## src/design/assert_macros.svh

```systemverilog
// Assertion macros shared by the sliding window median design.
`ifndef ASSERT_MACROS_SVH
`define ASSERT_MACROS_SVH

// Checks a property on every clock edge outside of reset.
`define SWM_ASSERT(label, prop, msg) \
	label: assert property (@(posedge clk) disable iff (!arst_n) (prop)) else $error(msg);

// Checks that a condition leads to a consequence on the next clock edge.
`define SWM_ASSERT_NEXT(label, ante, cons, msg) \
	label: assert property (@(posedge clk) disable iff (!arst_n) (ante) |=> (cons)) else $error(msg);

`endif

```

## src/design/swm_pkg.sv

```systemverilog
// Shared types and constants of the sliding window median design.
package swm_pkg;

	localparam int CFG_BITS = 7;

	typedef struct packed {
		logic load;
		logic del;
	} swm_ctl_t;

endpackage

```

## src/design/swm_out_fifo.sv

```systemverilog
// Small output queue that holds finished results until the downstream side takes them.
module swm_out_fifo import swm_pkg::*; #(
	parameter int W     = 72,
	parameter int DEPTH = 10
) (
	input  logic         clk,
	input  logic         arst_n,
	input  logic         push,
	input  logic [W-1:0] push_data,
	input  logic         pop,
	output logic         out_valid,
	output logic [W-1:0] out_data
);

	localparam int PW = $clog2(DEPTH);
	localparam int CW = $clog2(DEPTH + 1);

	logic [W-1:0]  mem_q [DEPTH];
	logic [PW-1:0] wr_q;
	logic [PW-1:0] rd_q;
	logic [CW-1:0] cnt_q;

	assign out_valid = cnt_q != '0;
	assign out_data  = mem_q[rd_q];

	always_ff @(posedge clk) begin
		if (push) begin
			mem_q[wr_q] <= push_data;
		end
	end

	always_ff @(posedge clk or negedge arst_n) begin
		if (!arst_n) begin
			wr_q  <= '0;
			rd_q  <= '0;
			cnt_q <= '0;
		end else begin
			if (push) begin
				wr_q <= (wr_q == PW'(DEPTH - 1)) ? '0 : wr_q + PW'(1);
			end
			if (pop) begin
				rd_q <= (rd_q == PW'(DEPTH - 1)) ? '0 : rd_q + PW'(1);
			end
			cnt_q <= cnt_q + CW'(push) - CW'(pop);
		end
	end

endmodule

```

## config.mk

```make
export PLATFORM = sky130hd
export DESIGN_NAME = swm_out_fifo
export DESIGN_NICKNAME = d
export VERILOG_FILES = /design/src/design/assert_macros.svh /design/src/design/swm_pkg.sv /design/src/design/swm_out_fifo.sv
export SDC_FILE = /design/constraint.sdc
export NUM_CORES = 1
export LEC_CHECK = 0
export ABC_AREA = 1
export BUFFER_PORTS_ARGS = -buffer_cell sky130_fd_sc_hd__buf_2
export CORE_UTILIZATION = 35
export CTS_BUF_LIST = sky130_fd_sc_hd__clkbuf_4
export DETAILED_ROUTE_END_ITERATION = 10
export HOLD_SLACK_MARGIN = 0.1
export PLACE_DENSITY = 0.52
export SLEW_MARGIN = 30
export SYNTH_ARGS = -nofsm -noshare
export SYNTH_HDL_FRONTEND = slang
export SYNTH_SLANG_ARGS = --single-unit
export TNS_END_PERCENT = 100
```

## constraint.sdc

```tcl
create_clock -name clk -period 11.3 [get_ports clk]
set_clock_uncertainty 0.1 [all_clocks]
set_input_delay 1.13 -clock clk [delete_from_list [all_inputs] [get_ports clk]]
set_output_delay 1.13 -clock clk [all_outputs]
set_load 0.01 [all_outputs]
```

==> metrics <==
Initial Util 35.5%; Yosys reg bits 732; setup TNS after final layout 0 ns; Power per Cell Area 247 nW/µm²; top cell type's share of synthesized area 71.0%; worst-case headroom to the max-slew limit 34.4%; post-route fraction of the period consumed by the critical path 52.3%; Placed Instances 3863; placeable core area 85700 µm²; maximum number of pins on one net before global-route repair 108; detailed placer's ending HPWL 38.6 mm; actual transition at the worst max-transition pin 0.984 ns; number of standard cells in the layout, taps in and fillers out 4197; area of the die 88100 µm²; most numerous cell on the critical path nand2_1; number of ports placed on the die boundary 149; setup repair after global routing missed its margin false; antenna violation net count after detailed routing 0; gr ovfl total 0; number of synthesized flops with an enable pin 720; via count of the first global-routing pass 19900; run status completed; aggregate routed wire length 78.6 mm; layout cells sized above 1 18.0%; drc violations 0; global-route wire length before repair 119 mm; CTS Buffer Depth 3; Critical Path Max Stage Delay 0.85 ns; Die W 297 µm; number of vias after detailed routing 19700; leading register cell type out of synthesis edfxtp_1; synthesized netlist cell count 2680; worst-path cell with the longest stage delay buf_4; maximum capacitance violations 0; cts bufs inserted 190; final setup fails 0; Setup CP Type reg2out; detailed-routing iteration count for the pre-antenna-repair pass 7; clock tree sinks 732; number of vias per cell after detailed routing 4.70; count of buffers inserted at the top-level ports 148; achievable clock frequency 169 MHz; Synth area leaders edfxtp_1, nand2_1, nand3_1; number of warnings issued by yosys 0; Hold Fails Final Rpt 0; initial antenna violation count 11; cell-by-cell listing of the critical path inv_8, buf_4, buf_4, nand2_1, nand2_1, nand2_1, nand3_1, nand3_1, nand2_1, buf_2; Iteration-0 DRC Markers 1505; Distinct cells, synth 28; Post-Syn Area 30400 µm²; Synth area leader edfxtp_1; final number of max-transition violations 0; global placer's final weighted congestion 0.739; nets@finish 2994; Worst EP required 10.07 ns; clock latency reported for the late side of the worst-skew pair 1.04 ns; critical path peak fanout 92; clock tree from TritonCTS done; endpoint arrival time on the critical path 4.67 ns; largest voltage drop on the vdd net 0.138 mV; register-to-register setup slack 8.36 ns; nature of the critical path endpoint output pin; Worst Hold Margin 0.296 ns; min-delay worst type in2reg; fraction of the yosys area taken by sequential cells 72.0%; clock transition at the registers of the reported paths 0.06 ns; synthesis-to-layout area growth 14.1%; placed cell areas 32200 µm²; shortest period the worst path allows 5.90 ns; area of all placed cells without fillers 34700 µm²; startpoint class of the critical path register; Clock Root Buffer clkbuf_4; height of the die 297 µm; H-tree levels 4; Syn Nets 2762; Mean Syn Cell Area 11.4 µm²; fraction of registers with async set or reset after synthesis 1.64%; most instantiated library cell after synthesis nand2_1; average wire length per cell after detail routing 18.7 µm; global-route usage over all layers 18.0%; reported leakage power 13.9 nW; Post-synth top cells nand2_1, edfxtp_1, nand3_1, inv_1, nor2_1; Cell Rows 107
## cell families (layout without fill, tap and decap cells)
| logic type | Yosys count | after routing | synth area share (%) |
|---|---|---|---|
| compound gates | 134 | 134 | 2.67 |
| other cells | 0 | 7 | 0 |
| xor+xnor | 4 | 4 | 0.115 |
| fa+ha+maj | 6 | 6 | 0.271 |
| simple gates | 1352 | 1352 | 18.5 |
| flops | 732 | 732 | 72.0 |
| buf+inv | 452 | 818 | 6.38 |
## flip-flops by register name, summed over array words and instances (netlist names)
register,cells
mem_q,720
cnt_q,4
rd_q,4
wr_q,4
## layout make-up
cell class	instances	area, µm²
Clock inverter	43	349
Antenna cell	7	17.5
Timing Repair Buffer	182	1060
Inverter	310	1180
Tap cell	1144	1430
Sequential cell	732	21900
Clock buffer	283	2120
Fill cell	8167	50900
Multi-Input combinational cell	1496	6650
## critical path, delay by kind of cell (launching register included)
family / cells / cell delay (ns)
flops: 1 / 0.73
simple gates: 6 / 0.62
buf+inv: 4 / 2.29
## cells in the final DEF, fill, tap and decap left out, types with 50 or more instances in the layout
cell and count:
nor2_1 211, inv_1 305, o211ai_1 56, clkbuf_4 283
o21ai_0 70, edfxtp_1 720, buf_2 148, nor2_2 50
nand2_1 757, nand3_1 310
## worst paths after layout
path,to,from,depth (start not counted)
setup / recovery,out_data[65],rd_q[0]$_DFFE_PN0P_,10
hold / removal,mem_q[6][3]$_DFFE_PP_,push_data[3],1
setup reg to reg,mem_q[0][22]$_DFFE_PP_,wr_q[3]$_DFFE_PN0P_,4
hold reg to reg,wr_q[2]$_DFFE_PN0P_,wr_q[2]$_DFFE_PN0P_,1
max in group asynchronous,rd_q[0]$_DFFE_PN0P_,arst_n,2
min in group asynchronous,cnt_q[0]$_DFF_PN0_,arst_n,2
## stage by stage
step / power [mW] / worst slack, ns / utilization, %
floorplan: 5.37 / 4.48 / -
global placement: 6.31 / 6.31 / 37.5
global route: 9.17 / 4.95 / 40.5
finish: 8.58 / 5.40 / 40.5
CTS: 8.72 / 5.23 / 40.5
detailed placement: 6.36 / 6.34 / 37.6
## metal layers
metal / share of wire [%] / up-vias / track usage (%) / wire length (µm)
met5: 0.099 / - / 0 / 78
met4: 1.8 / 12 / 5.67 / 1450
met3: 5.4 / 119 / 4.54 / 4210
met2: 49 / 496 / 29.8 / 38500
met1: 44 / 9590 / 23.0 / 34400
li1: - / 9513 / - / -
## power breakdown
part	internal [mW]	switching [mW]
clock network	1.27	1.06
logic	0.815	2.03
registers	3.25	0.151
## repair_timing
action	CTS	global route
hold endpoints to repair	12	0
setup buffers	0	0
resized for setup	0	0
hold buffers	1	0
No activity file was read; power rests on OpenSTA's default activity.
